### config.mk
export PLATFORM = sky130hd
export DESIGN_NAME = gamepad_serial_poll_master_flat
export DESIGN_NICKNAME = d
export VERILOG_FILES = /design/src/hw/rtl/gsp_pkg.sv /design/src/hw/rtl/gsp_if.sv /design/src/hw/rtl/gamepad_serial_poll_master.sv /design/src/flat_wrapper.sv
export SDC_FILE = /design/constraint.sdc
export NUM_CORES = 1
export LEC_CHECK = 0
export BUFFER_PORTS_ARGS = -buffer_cell sky130_fd_sc_hd__buf_2
export CAP_MARGIN = 20
export CORE_ASPECT_RATIO = 0.7
export CORE_MARGIN = 8
export CORE_UTILIZATION = 45
export CTS_CLUSTER_DIAMETER = 120
export DETAILED_ROUTE_END_ITERATION = 12
export PLACE_DENSITY = 0.6
export SYNTH_ARGS = -nofsm -noshare
export SYNTH_HDL_FRONTEND = slang
export SYNTH_SLANG_ARGS = --single-unit
### constraint.sdc
create_clock -name clk_i -period 4.99 [get_ports clk_i]
set_input_delay 0.2495 -clock clk_i [delete_from_list [all_inputs] [get_ports clk_i]]
set_output_delay 0.2495 -clock clk_i [all_outputs]
set_load 0.01 [all_outputs]
### src/hw/rtl/gsp_pkg.sv
// Shared types, constants and command tables for the gamepad serial poll master.
`timescale 1ns / 1ps
`default_nettype none

package gsp_pkg;

  localparam int unsigned HalfWidth = 8;
  localparam int unsigned GapWidth  = 20;
  localparam int unsigned CfgIdxWidth  = 1;
  localparam int unsigned CfgDataWidth = GapWidth;
  localparam int unsigned ReportBytes  = 6;

  localparam logic [CfgIdxWidth-1:0] CfgHalfPeriod = 1'd0;
  localparam logic [CfgIdxWidth-1:0] CfgFrameGap   = 1'd1;

  localparam logic [HalfWidth-1:0] HalfReset = 8'd50;
  localparam logic [GapWidth-1:0]  GapReset  = 20'd6000;

  localparam logic [7:0] CmdStart   = 8'h01;
  localparam logic [7:0] CmdPoll    = 8'h42;
  localparam logic [7:0] IdAnalog   = 8'h73;
  localparam logic [3:0] PollLength = 4'd9;
  localparam logic [3:0] IdByte     = 4'd1;
  localparam logic [3:0] FirstReportByte = 4'd3;
  localparam logic [1:0] LastInitFrame   = 2'd2;

  typedef enum logic [3:0] {
    PhIdle = 4'd0,
    PhLow  = 4'd1,
    PhHigh = 4'd2,
    PhAck  = 4'd3,
    PhGap  = 4'd4
  } phase_e;

  typedef enum logic [1:0] {
    KindNone = 2'd0,
    KindPoll = 2'd1,
    KindInit = 2'd2,
    KindRsvd = 2'd3
  } kind_e;

  localparam logic [7:0] InitFrames [3][9] = '{
    '{8'h01, 8'h43, 8'h00, 8'h01, 8'h00, 8'h00, 8'h00, 8'h00, 8'h00},
    '{8'h01, 8'h44, 8'h00, 8'h01, 8'h03, 8'h00, 8'h00, 8'h00, 8'h00},
    '{8'h01, 8'h43, 8'h00, 8'h00, 8'h5A, 8'h5A, 8'h5A, 8'h5A, 8'h5A}
  };
  localparam logic [3:0] InitLengths [3] = '{4'd5, 4'd9, 4'd9};

  typedef struct packed {
    logic [1:0] action;
    logic       data_in;
    logic       ack_in;
  } in_item_t;

  typedef struct packed {
    logic       attention_n;
    logic       clock_out;
    logic       command_out;
    logic       busy_res;
    logic       done_res;
    logic       responded;
    logic [7:0] buttons_low;
    logic [7:0] buttons_high;
    logic [7:0] right_x;
    logic [7:0] right_y;
    logic [7:0] left_x;
    logic [7:0] left_y;
  } out_item_t;

  // Number of bytes in the frame that is currently being sent.
  function automatic logic [3:0] frame_len(kind_e kind, logic [1:0] frame);
    logic [3:0] len;
    if (kind == KindPoll) begin
      len = PollLength;
    end else if (frame < 2'd3) begin
      len = InitLengths[frame];
    end else begin
      len = 4'd1;
    end
    return len;
  endfunction

  // Command byte for a given position of a poll or init frame.
  function automatic logic [7:0] tx_byte(kind_e kind, logic [1:0] frame, logic [3:0] idx);
    logic [7:0] value;
    value = 8'h00;
    if (kind == KindPoll) begin
      if (idx == 4'd0) begin
        value = CmdStart;
      end else if (idx == 4'd1) begin
        value = CmdPoll;
      end
    end else if (frame < 2'd3 && idx < 4'd9) begin
      value = InitFrames[frame][idx];
    end
    return value;
  endfunction

endpackage

`default_nettype wire

### src/hw/rtl/gsp_if.sv
// Valid/ready channel interfaces for the tick samples and the line/report results.
`timescale 1ns / 1ps
`default_nettype none

interface gsp_in_if;
  logic              valid;
  logic              ready;
  gsp_pkg::in_item_t payload;

  modport source (output valid, output payload, input ready);
  modport sink   (input valid, input payload, output ready);
endinterface

interface gsp_out_if;
  logic               valid;
  logic               ready;
  gsp_pkg::out_item_t payload;

  modport source (output valid, output payload, input ready);
  modport sink   (input valid, input payload, output ready);
endinterface

`default_nettype wire

### src/hw/rtl/gamepad_serial_poll_master.sv
// Gamepad serial poll master: sequencer, report capture and result register.
`timescale 1ns / 1ps
`default_nettype none

// The result for an input transaction appears in the output register in the cycle after the
//   transaction is accepted, computed in a single pass from the sequencer state.
// Throughput: one input transaction per cycle; the output register is refilled in the same
//   cycle that its contents are taken, so only a stalled output holds the input back.
// Reset (asynchronous, active low): sequencer idle, report bytes and responded cleared,
//   half period back to 50 ticks and frame gap back to 6000 ticks, output register empty.
module gamepad_serial_poll_master (
  input  wire logic                               clk_i,
  input  wire logic                               rst_ni,
  gsp_in_if.sink                                  in_if,
  gsp_out_if.source                               out_if,
  input  wire logic                               cfg_we_i,
  input  wire logic [gsp_pkg::CfgIdxWidth-1:0]    cfg_idx_i,
  input  wire logic [gsp_pkg::CfgDataWidth-1:0]   cfg_data_i
);

  // Configuration registers.
  logic [gsp_pkg::HalfWidth-1:0] half_q;
  logic [gsp_pkg::GapWidth-1:0]  gap_q;

  always_ff @(posedge clk_i or negedge rst_ni) begin
    if (!rst_ni) begin
      half_q <= gsp_pkg::HalfReset;
      gap_q  <= gsp_pkg::GapReset;
    end else if (cfg_we_i) begin
      case (cfg_idx_i)
        gsp_pkg::CfgHalfPeriod: half_q <= cfg_data_i[gsp_pkg::HalfWidth-1:0];
        gsp_pkg::CfgFrameGap:   gap_q  <= cfg_data_i;
        default: ;
      endcase
    end
  end

  // Sequencer state. Everything advances only on an accepted transaction, since each
  // transaction stands for one tick of the serial link.
  gsp_pkg::phase_e phase_q, phase_d;
  gsp_pkg::kind_e  kind_q, kind_d;
  logic [1:0]      frame_q, frame_d;
  logic [3:0]      byte_q, byte_d;
  logic [2:0]      bit_q, bit_d;
  logic [gsp_pkg::GapWidth-1:0] tick_q, tick_d;
  logic [7:0]      tx_q, tx_d;
  logic [7:0]      rx_q, rx_d;
  logic [7:0]      report_q [gsp_pkg::ReportBytes];
  logic [7:0]      report_d [gsp_pkg::ReportBytes];
  logic            resp_q, resp_d;
  logic            done_d;

  logic            in_accept;
  logic            out_valid_q;
  gsp_pkg::out_item_t out_q, out_d;

  // A new transaction is taken whenever the result register is free or being emptied.
  assign in_if.ready = !out_valid_q || out_if.ready;
  assign in_accept   = in_if.valid && in_if.ready;

  logic [gsp_pkg::GapWidth-1:0] tick_inc;
  logic                         half_done;
  logic                         gap_done;
  logic [4:0]                   next_byte_pos;
  logic                         last_byte;
  logic [3:0]                   byte_inc;

  assign tick_inc  = tick_q + 20'd1;
  assign half_done = tick_inc >= {{(gsp_pkg::GapWidth-gsp_pkg::HalfWidth){1'b0}}, half_q};
  assign gap_done  = tick_inc >= gap_q;
  assign next_byte_pos = {1'b0, byte_q} + 5'd1;
  assign last_byte = next_byte_pos >= {1'b0, gsp_pkg::frame_len(kind_q, frame_q)};
  assign byte_inc  = byte_q + 4'd1;

  // Next-state logic: one tick of the link per accepted transaction.
  always_comb begin
    phase_d = phase_q;
    kind_d  = kind_q;
    frame_d = frame_q;
    byte_d  = byte_q;
    bit_d   = bit_q;
    tick_d  = tick_q;
    tx_d    = tx_q;
    rx_d    = rx_q;
    resp_d  = resp_q;
    done_d  = 1'b0;
    for (int i = 0; i < gsp_pkg::ReportBytes; i++) begin
      report_d[i] = report_q[i];
    end

    case (phase_q)
      gsp_pkg::PhIdle: begin
        if (in_if.payload.action == gsp_pkg::KindPoll ||
            in_if.payload.action == gsp_pkg::KindInit) begin
          kind_d  = gsp_pkg::kind_e'(in_if.payload.action);
          frame_d = 2'd0;
          byte_d  = 4'd0;
          tx_d    = gsp_pkg::tx_byte(gsp_pkg::kind_e'(in_if.payload.action), 2'd0, 4'd0);
          bit_d   = 3'd0;
          tick_d  = '0;
          phase_d = gsp_pkg::PhLow;
        end
      end
      gsp_pkg::PhLow: begin
        tick_d = tick_inc;
        if (half_done) begin
          // Data is sampled on the tick that closes the low phase.
          rx_d    = {in_if.payload.data_in, rx_q[7:1]};
          tick_d  = '0;
          phase_d = gsp_pkg::PhHigh;
        end
      end
      gsp_pkg::PhHigh: begin
        tick_d = tick_inc;
        if (half_done) begin
          tick_d = '0;
          if (bit_q != 3'd7) begin
            bit_d   = bit_q + 3'd1;
            tx_d    = {1'b0, tx_q[7:1]};
            phase_d = gsp_pkg::PhLow;
          end else begin
            // Byte complete: capture the id or a report byte during a poll.
            if (kind_q == gsp_pkg::KindPoll) begin
              if (byte_q == gsp_pkg::IdByte) begin
                resp_d = (rx_q == gsp_pkg::IdAnalog);
              end
              for (int i = 0; i < gsp_pkg::ReportBytes; i++) begin
                if (byte_q == gsp_pkg::FirstReportByte + 4'(i)) begin
                  report_d[i] = rx_q;
                end
              end
            end
            if (last_byte) begin
              if (kind_q == gsp_pkg::KindPoll) begin
                phase_d = gsp_pkg::PhIdle;
                done_d  = 1'b1;
              end else begin
                phase_d = gsp_pkg::PhGap;
              end
            end else begin
              phase_d = gsp_pkg::PhAck;
            end
          end
        end
      end
      gsp_pkg::PhAck: begin
        if (in_if.payload.ack_in) begin
          if (kind_q == gsp_pkg::KindPoll && byte_q == gsp_pkg::IdByte && !resp_q) begin
            // Wrong id: the poll stops after the id byte is acknowledged.
            phase_d = gsp_pkg::PhIdle;
            tick_d  = '0;
            done_d  = 1'b1;
          end else begin
            byte_d  = byte_inc;
            tx_d    = gsp_pkg::tx_byte(kind_q, frame_q, byte_inc);
            bit_d   = 3'd0;
            tick_d  = '0;
            phase_d = gsp_pkg::PhLow;
          end
        end
      end
      gsp_pkg::PhGap: begin
        tick_d = tick_inc;
        if (gap_done) begin
          tick_d = '0;
          if (frame_q < gsp_pkg::LastInitFrame) begin
            frame_d = frame_q + 2'd1;
            byte_d  = 4'd0;
            tx_d    = gsp_pkg::tx_byte(kind_q, frame_q + 2'd1, 4'd0);
            bit_d   = 3'd0;
            phase_d = gsp_pkg::PhLow;
          end else begin
            phase_d = gsp_pkg::PhIdle;
          end
        end
      end
      default: begin
        phase_d = gsp_pkg::PhIdle;
      end
    endcase
  end

  // Output logic: the line levels and status reflect the state after this tick.
  logic frame_active;

  always_comb begin
    frame_active = (phase_d == gsp_pkg::PhLow) || (phase_d == gsp_pkg::PhHigh) ||
                   (phase_d == gsp_pkg::PhAck);
    out_d.attention_n  = !frame_active;
    out_d.clock_out    = (phase_d != gsp_pkg::PhLow);
    out_d.command_out  = frame_active ? tx_d[0] : 1'b1;
    out_d.busy_res     = (phase_d != gsp_pkg::PhIdle);
    out_d.done_res     = done_d;
    out_d.responded    = resp_d;
    out_d.buttons_low  = report_d[0];
    out_d.buttons_high = report_d[1];
    out_d.right_x      = report_d[2];
    out_d.right_y      = report_d[3];
    out_d.left_x       = report_d[4];
    out_d.left_y       = report_d[5];
  end

  always_ff @(posedge clk_i or negedge rst_ni) begin
    if (!rst_ni) begin
      phase_q <= gsp_pkg::PhIdle;
      kind_q  <= gsp_pkg::KindNone;
      frame_q <= 2'd0;
      byte_q  <= 4'd0;
      bit_q   <= 3'd0;
      tick_q  <= '0;
      tx_q    <= 8'h00;
      rx_q    <= 8'h00;
      resp_q  <= 1'b0;
      for (int i = 0; i < gsp_pkg::ReportBytes; i++) begin
        report_q[i] <= 8'h00;
      end
    end else if (in_accept) begin
      phase_q <= phase_d;
      kind_q  <= kind_d;
      frame_q <= frame_d;
      byte_q  <= byte_d;
      bit_q   <= bit_d;
      tick_q  <= tick_d;
      tx_q    <= tx_d;
      rx_q    <= rx_d;
      resp_q  <= resp_d;
      for (int i = 0; i < gsp_pkg::ReportBytes; i++) begin
        report_q[i] <= report_d[i];
      end
    end
  end

  // Result register.
  always_ff @(posedge clk_i or negedge rst_ni) begin
    if (!rst_ni) begin
      out_valid_q <= 1'b0;
    end else if (in_accept) begin
      out_valid_q <= 1'b1;
    end else if (out_if.ready) begin
      out_valid_q <= 1'b0;
    end
  end

  always_ff @(posedge clk_i) begin
    if (in_accept) begin
      out_q <= out_d;
    end
  end

  assign out_if.valid   = out_valid_q;
  assign out_if.payload = out_q;

  // A finished poll is never reported as still busy.
  assert property (@(posedge clk_i) disable iff (!rst_ni)
    out_valid_q && out_q.done_res |-> !out_q.busy_res)
    else $error("done pulse while busy");

  // The serial clock only goes low inside an active frame.
  assert property (@(posedge clk_i) disable iff (!rst_ni)
    out_valid_q && !out_q.clock_out |-> !out_q.attention_n && out_q.busy_res)
    else $error("clock low outside a frame");

  // An idle sequencer without a start request stays idle.
  assert property (@(posedge clk_i) disable iff (!rst_ni)
    in_accept && phase_q == gsp_pkg::PhIdle &&
    in_if.payload.action != gsp_pkg::KindPoll &&
    in_if.payload.action != gsp_pkg::KindInit |=> phase_q == gsp_pkg::PhIdle)
    else $error("sequencer left idle without a request");

  // The state only moves on an accepted transaction.
  assert property (@(posedge clk_i) disable iff (!rst_ni)
    !in_accept |=> $stable(phase_q) && $stable(tick_q))
    else $error("sequencer advanced without a transaction");

endmodule

`default_nettype wire

### src/flat_wrapper.sv
// flat-port wrapper written by rule: the top's interface ports become plain ports
module gamepad_serial_poll_master_flat 
  (clk_i, rst_ni, cfg_we_i, cfg_idx_i, cfg_data_i, in_if_valid, in_if_payload, in_if_ready, out_if_valid, out_if_payload, out_if_ready);
  gsp_in_if in_if_i ();
  gsp_out_if out_if_i ();
  input  wire logic clk_i;
  input  wire logic rst_ni;
  input  wire logic cfg_we_i;
  input  wire logic [gsp_pkg::CfgIdxWidth-1:0] cfg_idx_i;
  input  wire logic [gsp_pkg::CfgDataWidth-1:0] cfg_data_i;
  input wire logic [$bits(in_if_i.valid)-1:0] in_if_valid;
  input wire logic [$bits(in_if_i.payload)-1:0] in_if_payload;
  output wire logic [$bits(in_if_i.ready)-1:0] in_if_ready;
  output wire logic [$bits(out_if_i.valid)-1:0] out_if_valid;
  output wire logic [$bits(out_if_i.payload)-1:0] out_if_payload;
  input wire logic [$bits(out_if_i.ready)-1:0] out_if_ready;
  assign in_if_i.valid = in_if_valid;
  assign in_if_i.payload = in_if_payload;
  assign in_if_ready = in_if_i.ready;
  assign out_if_valid = out_if_i.valid;
  assign out_if_payload = out_if_i.payload;
  assign out_if_i.ready = out_if_ready;
  gamepad_serial_poll_master u_core (.clk_i(clk_i), .rst_ni(rst_ni), .in_if(in_if_i), .out_if(out_if_i), .cfg_we_i(cfg_we_i), .cfg_idx_i(cfg_idx_i), .cfg_data_i(cfg_data_i));
endmodule
==> metrics.md, run 1 <==
| Metric | Value |
|---|---|
| Yosys Warn Count | `0` |
| Logic pwr share | `19.1%` |
| Arrival time of the worst setup path | `4160 ps` |
| First-pass GRT wire length | `36.5 mm` |
| Setup CP Type | `flop to flop` |
| Post-Syn Nets | `891` |
| Slowest stage delay, CP | `470 ps` |
| Final Skew | `8.40 ps` |
| Layout overhead on the synthesized area | `12.3%` |
| Antenna Nets Post-Route | `0` |
| Reg power frac | `47.2%` |
| I/O pins | `86` |
| Initial antenna violation count | `0` |
| Diode count | `0` |
| Post-layout util | `51.0%` |
| Vias | `6436` |
| CTS Root Cell | `clkbuf_16` |
| Resized Gates After CTS | `0` |
| R2R cell count | `12` |
| Worst Tran Pin Value | `994 ps` |
| Final nets | `962` |
| Skew-Pair Late Insertion Delay | `430 ps` |
| Mean Syn Cell Area | `11.9 um2` |
| Vias per cell | `5.43` |
| Initial core utilization | `45.4%` |
| Crit. End Element | `flop` |
| Status | `finished clean` |
| Die Ht | `139 um` |
| Fin cells | `1185` |
| Row cnt | `45` |
| Clock transition at the registers of the reported paths | `70 ps` |
| VDD IR-drop max | `0.242 mV` |
| Placed cells | `1152` |
| Vias in the first global route | `6287` |
| Setup Fix Bufs, Post-CTS | `0` |
| Async SR Flop Fraction | `70.3%` |
| CP max-delay cell | `dfrtp_1` |
| Core Footprint | `0.0215 mm2` |
| Hold path cells | `2` |
| Slew headroom | `33.5%` |
| Pint | `0.00266 W` |
| Distinct cells, synth | `83` |
| Final setup viols | `0` |
| Share of layout cells above drive strength 1 | `33.2%` |
| Switch share | `30.1%` |
| Total Routing Usage GR | `17.4%` |
| Slew Limit Fails | `0` |
| Crit share post-route | `79.8%` |
| Post-detailed-route DRC marker count | `0` |
| PwrDens | `348 mW/mm2` |
| Clock buffer depth | `2` |
| Total grt overflow | `0` |
| Fillers | `1960` |
| Endpoints failing hold | `0` |
| Main synth FF type | `dfrtp_1` |
| Iter 0 DRT Violations | `496` |
| P_sw | `0.00115 W` |
| WHS | `27.6 ps` |
| IO buf count | `85` |
| Flops & latches, synth | `182` |
| Die W | `192 um` |
| LEAKAGE | `4.98 nW` |
| Syn Inst Count | `819` |
| RSZ-0062 raised after global routing | `false` |
| Min Tclk post-route | `3980 ps` |
| Setup TNS | `0 ps` |
| Fmax | `251 MHz` |
| GPL Wtd Cong | `0.867` |
| Critical Path Start Type | `flop` |
| Maxcap violations | `0` |
| Post-synth EDFFs | `54` |
| Clock power share | `33.8%` |
| Routed len/inst | `19.1 um` |
| Largest net degree at the start of global routing | `92` |
| Die area | `0.0267 mm2` |
| Routed wire length | `22.6 mm` |
| CTS H-tree depth | `4` |
| Detail Placement HPWL | `16.0 mm` |
| CTS tree | `done` |
| CP cell instances | `ha_1 > inv_1 > nor2_1 > xor2_1 > ha_1 > a21o_1 > a21o_1 > a2111oi_2 > and4b_1 > nand2_1 > and4_1 > mux2_2` |
| Clock sink count | `182` |
| Sequential area share after synthesis | `49.5%` |
| CP Max Fanout | `8` |
| Worst Path Required | `5170 ps` |
| CTS buffer count | `17` |
| Post-Syn Area | `0.00976 mm2` |
| First-pass iteration count of the detailed router | `5` |
| Worst Hold Class | `input port to flop` |
| Hold Buf Count CTS | `1` |
[stage by stage]
step	setup slack (ps)	cell area, um2	power [W]
finish	1010	11000	0.00381
global route	655	11000	0.00400
CTS	987	11000	0.00385
detailed placement	1010	10400	0.00255
global placement	1110	10400	0.00255
floorplan	1480	9760	0.00229
[cells in the mapped netlist (all sizes together), types with 3 or more instances]
cell type,count,area (um2)
a21o,7,52.6
a21oi,18,93.8
a31oi,7,43.8
a32o,3,30.0
and2,9,56.3
and3,6,37.5
and4,7,61.3
and4b,3,30.0
buf,23,131
clkbuf,17,67.6
dfrtp,118,2950
dfstp,10,263
edfxtp,54,1620
ha,42,526
inv,41,154
mux2,131,1490
mux2i,7,70.1
nand2,57,214
nand2b,10,62.6
nand3,18,90.1
nand4,10,77.6
nand4b,3,26.3
nor2,57,314
nor2b,4,25.0
nor3,15,118
nor3b,5,37.5
nor4,9,77.6
o211ai,3,22.5
o21ai,31,170
or2,4,25.0
or3,7,43.8
or4,3,22.5
xnor2,27,236
xor2,13,114
[per-layer routing]
layer / vias to the layer above / track usage (%) / wire (um)
li1: 3093 / - / -
met1: 3174 / 28.2 / 12300
met2: 159 / 22.6 / 8890
met3: 10 / 4.04 / 1250
met4: 0 / 3.85 / 183
met5: - / 0 / 0
[kinds of logic after synthesis]
logic type,synth area share [%]
XOR/XNOR,4.05
AO/OA/AOI/OAI,7.47
other,0.0384
AND/OR/NAND/NOR,14.0
multiplexers,15.9
adder cells (fa/ha/maj),5.38
flip-flops,49.5
buffers and inverters,3.61
[state kept, by name (all words and copies together) (netlist names)]
| name | flops |
|---|---|
| u_core.out_if.payload | 54 |
| u_core.report_q | 48 |
| u_core.gap_q | 20 |
| u_core.tick_q | 20 |
| u_core.half_q | 8 |
| u_core.rx_q | 8 |
| u_core.tx_q | 7 |
| u_core.byte_q | 4 |
| u_core.phase_q | 4 |
| u_core.bit_q | 3 |
| u_core.frame_q | 2 |
| u_core.kind_q | 2 |
| u_core.out_if.valid | 1 |
| u_core.resp_q | 1 |
[worst paths after layout]
path	from	end	slack, ps
setup / recovery	u_core.tick_q[0]$_DFFE_PN0P_	u_core.out_if.payload[31]$_DFFE_PP_	1010
hold / removal	in_if_valid	u_core.out_if.valid$_DFFE_PN0P_	30
setup reg to reg	u_core.tick_q[0]$_DFFE_PN0P_	u_core.out_if.payload[31]$_DFFE_PP_	1010
hold reg to reg	u_core.report_q[42]$_DFFE_PN0P_	u_core.report_q[42]$_DFFE_PN0P_	500
max in group asynchronous	rst_ni	u_core.half_q[5]$_DFFE_PN1P_	3390
min in group asynchronous	rst_ni	u_core.tick_q[18]$_DFFE_PN0P_	450
[placed cells by master (no fill, tap or decap), drive strengths merged, types with 4 or more instances in the layout]
cell type | netlist | routed
mux2 | 131 | 131
dfrtp | 118 | 118
buf | 23 | 91
nand2 | 57 | 57
nor2 | 57 | 57
edfxtp | 54 | 54
inv | 41 | 44
ha | 42 | 42
o21ai | 31 | 31
xnor2 | 27 | 27
clkbuf | 17 | 21
nand3 | 18 | 18
a21oi | 18 | 18
nor3 | 15 | 15
xor2 | 13 | 13
nand2b | 10 | 10
dfstp | 10 | 10
nand4 | 10 | 10
and2 | 9 | 9
nor4 | 9 | 9
and4 | 7 | 7
or3 | 7 | 7
a21o | 7 | 7
a31oi | 7 | 7
mux2i | 7 | 7
and3 | 6 | 6
clkinv | 0 | 6
nor3b | 5 | 5
or2 | 4 | 4
nor2b | 4 | 4
[power by group through the flow]
| stage | Clock, W | Sequential, W | Combinational, W |
|---|---|---|---|
| global route | 0.00138 | 0.00182 | 0.000809 |
| CTS | 0.00132 | 0.00180 | 0.000727 |
| floorplan | 0 | 0.00177 | 0.000523 |
| detailed placement | 0 | 0.00182 | 0.000722 |
| global placement | 0 | 0.00182 | 0.000722 |
| finish | 0.00129 | 0.00180 | 0.000727 |
[layout make-up]
class | count | area, um2 | share of cell area (%)
tap | 282 | 353 | 3.22
clock inverter | 11 | 98.8 | 0.902
sequential | 182 | 4840 | 44.1
clock buffer | 21 | 460 | 4.20
multi-input combinational | 556 | 4570 | 41.7
inverter | 41 | 154 | 1.40
timing repair buffer | 92 | 487 | 4.44
[worst max-delay path: cells and delay by family (launching register included)]
| kind | cells | cell delay (ps) |
|---|---|---|
| AOI/OAI and AO/OA | 3 | 720 |
| xor gates and xnor gates | 1 | 260 |
| adders and majority gates | 2 | 580 |
| buffers and inverters | 1 | 120 |
| DFF | 1 | 470 |
| muxes | 1 | 330 |
| and+or+nand+nor | 4 | 1250 |
Note: power is estimated with default switching activity, not from simulation.
==> inputs of run 2 (changes only) <==
==> constraint.sdc (replaced) <==
create_clock -name clk_i -period 4.1 [get_ports clk_i]
set_input_delay 0.205 -clock clk_i [delete_from_list [all_inputs] [get_ports clk_i]]
set_output_delay 0.205 -clock clk_i [all_outputs]
set_load 0.01 [all_outputs]
==> run 2 against run 1 <==
Compared with the run above: first-iteration DRC count up 7.5%; power is 27% higher; maximum frequency increased by 5.0%; clock power grew 33%; setup slack worse by 700 ps; clock-buffer cell count unchanged; via count is 2.7% higher; final area grew 3.6%; clock skew rose by 7.0 ps; register-to-register slack got worse by 700 ps; cell count is 3.0% higher; die area unchanged; critical path type unchanged; largest cell class unchanged.
==> metrics.md, run 2 (synthesized netlist as in run 1, its figures left out) <==
| Metric | Value |
|---|---|
| Status | `finished clean (unchanged)` |
| Initial antenna violation count | `0 (unchanged)` |
| Die Ht | `139 um (unchanged)` |
| Maxcap violations | `0 (unchanged)` |
| Total grt overflow | `0 (unchanged)` |
| Commonest non-fill, non-tap cell in the layout | `mux2_2 (unchanged)` |
| Vias per cell | `5.42 (was 5.43)` |
| LEAKAGE | `5.17 nW (was 4.98 nW)` |
| Critical Path Start Type | `flop (unchanged)` |
| Largest register FFs | `54 (unchanged)` |
| Routed len/inst | `19.1 um (about the same)` |
| I/O pins | `86 (unchanged)` |
| VDD IR-drop max | `0.339 mV (was 0.242 mV)` |
| Overall power | `0.00484 W (was 0.00381 W)` |
| Fillers | `1855 (was 1960)` |
| Die W | `192 um (unchanged)` |
| Min Tclk post-route | `3790 ps (was 3980 ps)` |
| Slew Limit Fails | `0 (unchanged)` |
| Clock transition at the registers of the reported paths | `70 ps (about the same)` |
| R2R cell count | `11 (was 12)` |
| Clock power share | `35.6% (was 33.8%)` |
| Iter 0 DRT Violations | `533 (was 496)` |
| Layout overhead on the synthesized area | `16.3% (was 12.3%)` |
| Clock buffer depth | `2 (unchanged)` |
| Slew headroom | `34.2% (was 33.5%)` |
| Pint | `0.00338 W (was 0.00266 W)` |
| CP max-delay cell | `dfrtp_1 (unchanged)` |
| Final setup viols | `0 (unchanged)` |
| Core Footprint | `0.0215 mm2 (unchanged)` |
| Worst Path Required | `4420 ps (was 5170 ps)` |
| P_sw | `0.00146 W (was 0.00115 W)` |
| CP cell instances | `nand4_4 > nor4_1 > and4_1 > nand3_1 > xnor2_1 > ha_1 > nor2b_1 > a211oi_2 > o21ai_4 > o221ai_4 > mux2_4 (was ha_1 > inv_1 > nor2_1 > xor2_1 > ha_1 > a21o_1 > a21o_1 > a2111oi_2 > and4b_1 > nand2_1 > and4_1 > mux2_2)` |
| Switch share | `30.1% (about the same)` |
| Diode count | `0 (unchanged)` |
| Hold path cells | `3 (was 2)` |
| Largest net degree at the start of global routing | `100 (was 92)` |
| Share of layout cells above drive strength 1 | `34.3% (was 33.2%)` |
| First-pass iteration count of the detailed router | `5 (unchanged)` |
| Final Skew | `15.4 ps (was 8.40 ps)` |
| Skew-Pair Late Insertion Delay | `440 ps (was 430 ps)` |
| Commonest cells after routing, fill and taps aside | `128 x mux2_2, 117 x dfrtp_1, 84 x buf_2 (was 128 x mux2_2, 118 x dfrtp_1, 84 x buf_2)` |
| Initial core utilization | `45.4% (unchanged)` |
| FF/Latch Area | `0.00484 mm2 (about the same)` |
| Detail Placement HPWL | `16.5 mm (was 16.0 mm)` |
| Vias | `6610 (was 6436)` |
| RSZ-0062 raised after global routing | `false (unchanged)` |
| CP Max Fanout | `10 (was 8)` |
| Setup TNS | `0 ps (unchanged)` |
| GPL Wtd Cong | `0.862 (was 0.867)` |
| CTS buffer count | `17 (unchanged)` |
| CTS Root Cell | `clkbuf_16 (unchanged)` |
| Logic pwr share | `19.3% (was 19.1%)` |
| Vias in the first global route | `6493 (was 6287)` |
| Reg power frac | `45.1% (was 47.2%)` |
| Fmax | `264 MHz (was 251 MHz)` |
| CTS tree | `done (unchanged)` |
| Total Routing Usage GR | `17.9% (was 17.4%)` |
| Slowest stage delay, CP | `500 ps (was 470 ps)` |
| WHS | `29.3 ps (was 27.6 ps)` |
| First-pass GRT wire length | `37.9 mm (was 36.5 mm)` |
| PwrDens | `426 mW/mm2 (was 348 mW/mm2)` |
| Clock sink count | `182 (unchanged)` |
| CTS H-tree depth | `4 (unchanged)` |
| Setup CP Type | `flop to flop (unchanged)` |
| Endpoints failing hold | `0 (unchanged)` |
| Row cnt | `45 (unchanged)` |
| Antenna Nets Post-Route | `0 (unchanged)` |
| Arrival time of the worst setup path | `4110 ps (was 4160 ps)` |
| Crit. End Element | `flop (unchanged)` |
| Worst Tran Pin Value | `985 ps (was 994 ps)` |
| Crit share post-route | `92.5% (was 79.8%)` |
| Post-detailed-route DRC marker count | `0 (unchanged)` |
| Die area | `0.0267 mm2 (unchanged)` |
| Routed wire length | `23.3 mm (was 22.6 mm)` |
| Final nets | `997 (was 962)` |
| Worst Hold Class | `input port to flop (unchanged)` |
| IO buf count | `85 (unchanged)` |
| Multi-input gate area | `0.00459 mm2 (was 0.00457 mm2)` |
## run 2: stage by stage
stage,utilization [%],setup slack [ps],area (um2),cells
finish,52.8,308,11400,1220
global route,52.8,38.9,11400,1220
CTS,52.7,216,11300,1220
detailed placement,48.8,238,10500,1165
global placement,48.8,422,10500,1165
floorplan,-,586,9760,819
## run 2: path summary, 6_finish.rpt
check,from,endpoint,slack [ps]
max,u_core.tick_q[3]$_DFFE_PN0P_,u_core.tx_q[5]$_DFFE_PN0P_,310
min,cfg_data_i[6],u_core.half_q[6]$_DFFE_PN0P_,30
max reg2reg,u_core.tick_q[3]$_DFFE_PN0P_,u_core.tx_q[5]$_DFFE_PN0P_,310
min reg2reg,u_core.bit_q[1]$_DFFE_PN0P_,u_core.bit_q[1]$_DFFE_PN0P_,500
max in group asynchronous,rst_ni,u_core.gap_q[9]$_DFFE_PN1P_,2650
min in group asynchronous,rst_ni,u_core.gap_q[18]$_DFFE_PN0P_,460
## run 2: cell type report
cell class / instances / share of cell area (%)
flip-flops and latches: 182 / 42.6
clock inverters: 11 / 1.19
inverters: 41 / 1.36
repair buffers: 127 / 7.08
multi-input cells: 556 / 40.4
clock buffers: 21 / 4.24
well taps: 282 / 3.11
## run 2: critical path: cells and delay by family (launching register included)
kind / cells / cell delay [ps]
AND/OR/NAND/NOR: 5 / 1300
AO/OA/AOI/OAI: 3 / 1070
flip-flops: 1 / 500
multiplexers: 1 / 340
adder cells (fa/ha/maj): 1 / 310
XOR/XNOR: 1 / 160
## run 2: metal layers
layer / wire (um) / up-vias / GRT usage (%) / part of all wire, %
li1: - / 3159 / - / -
met1: 12700 / 3294 / 29.2 / 54
met2: 9210 / 143 / 23.1 / 40
met3: 1200 / 14 / 3.67 / 5.1
met4: 227 / 0 / 4.77 / 0.97
met5: 0 / - / 0 / 0
## run 2: power groups by stage
| stage | clock [W] | sequential (W) | combinational (W) |
|---|---|---|---|
| after global routing | 0.00182 | 0.00220 | 0.00103 |
| after detailed placement | 0 | 0.00221 | 0.000898 |
| after global placement | 0 | 0.00221 | 0.000898 |
| final | 0.00172 | 0.00218 | 0.000936 |
| after CTS | 0.00176 | 0.00218 | 0.000921 |
| after floorplan | 0 | 0.00215 | 0.000637 |
## run 2: what timing repair did
item                                    in CTS  in global routing
endpoints found under the setup margin       0                 30
resized for setup                            0                  6
hold endpoints to repair                   115                  0
hold buffers                                23                  0
buffers inserted                             0                  0
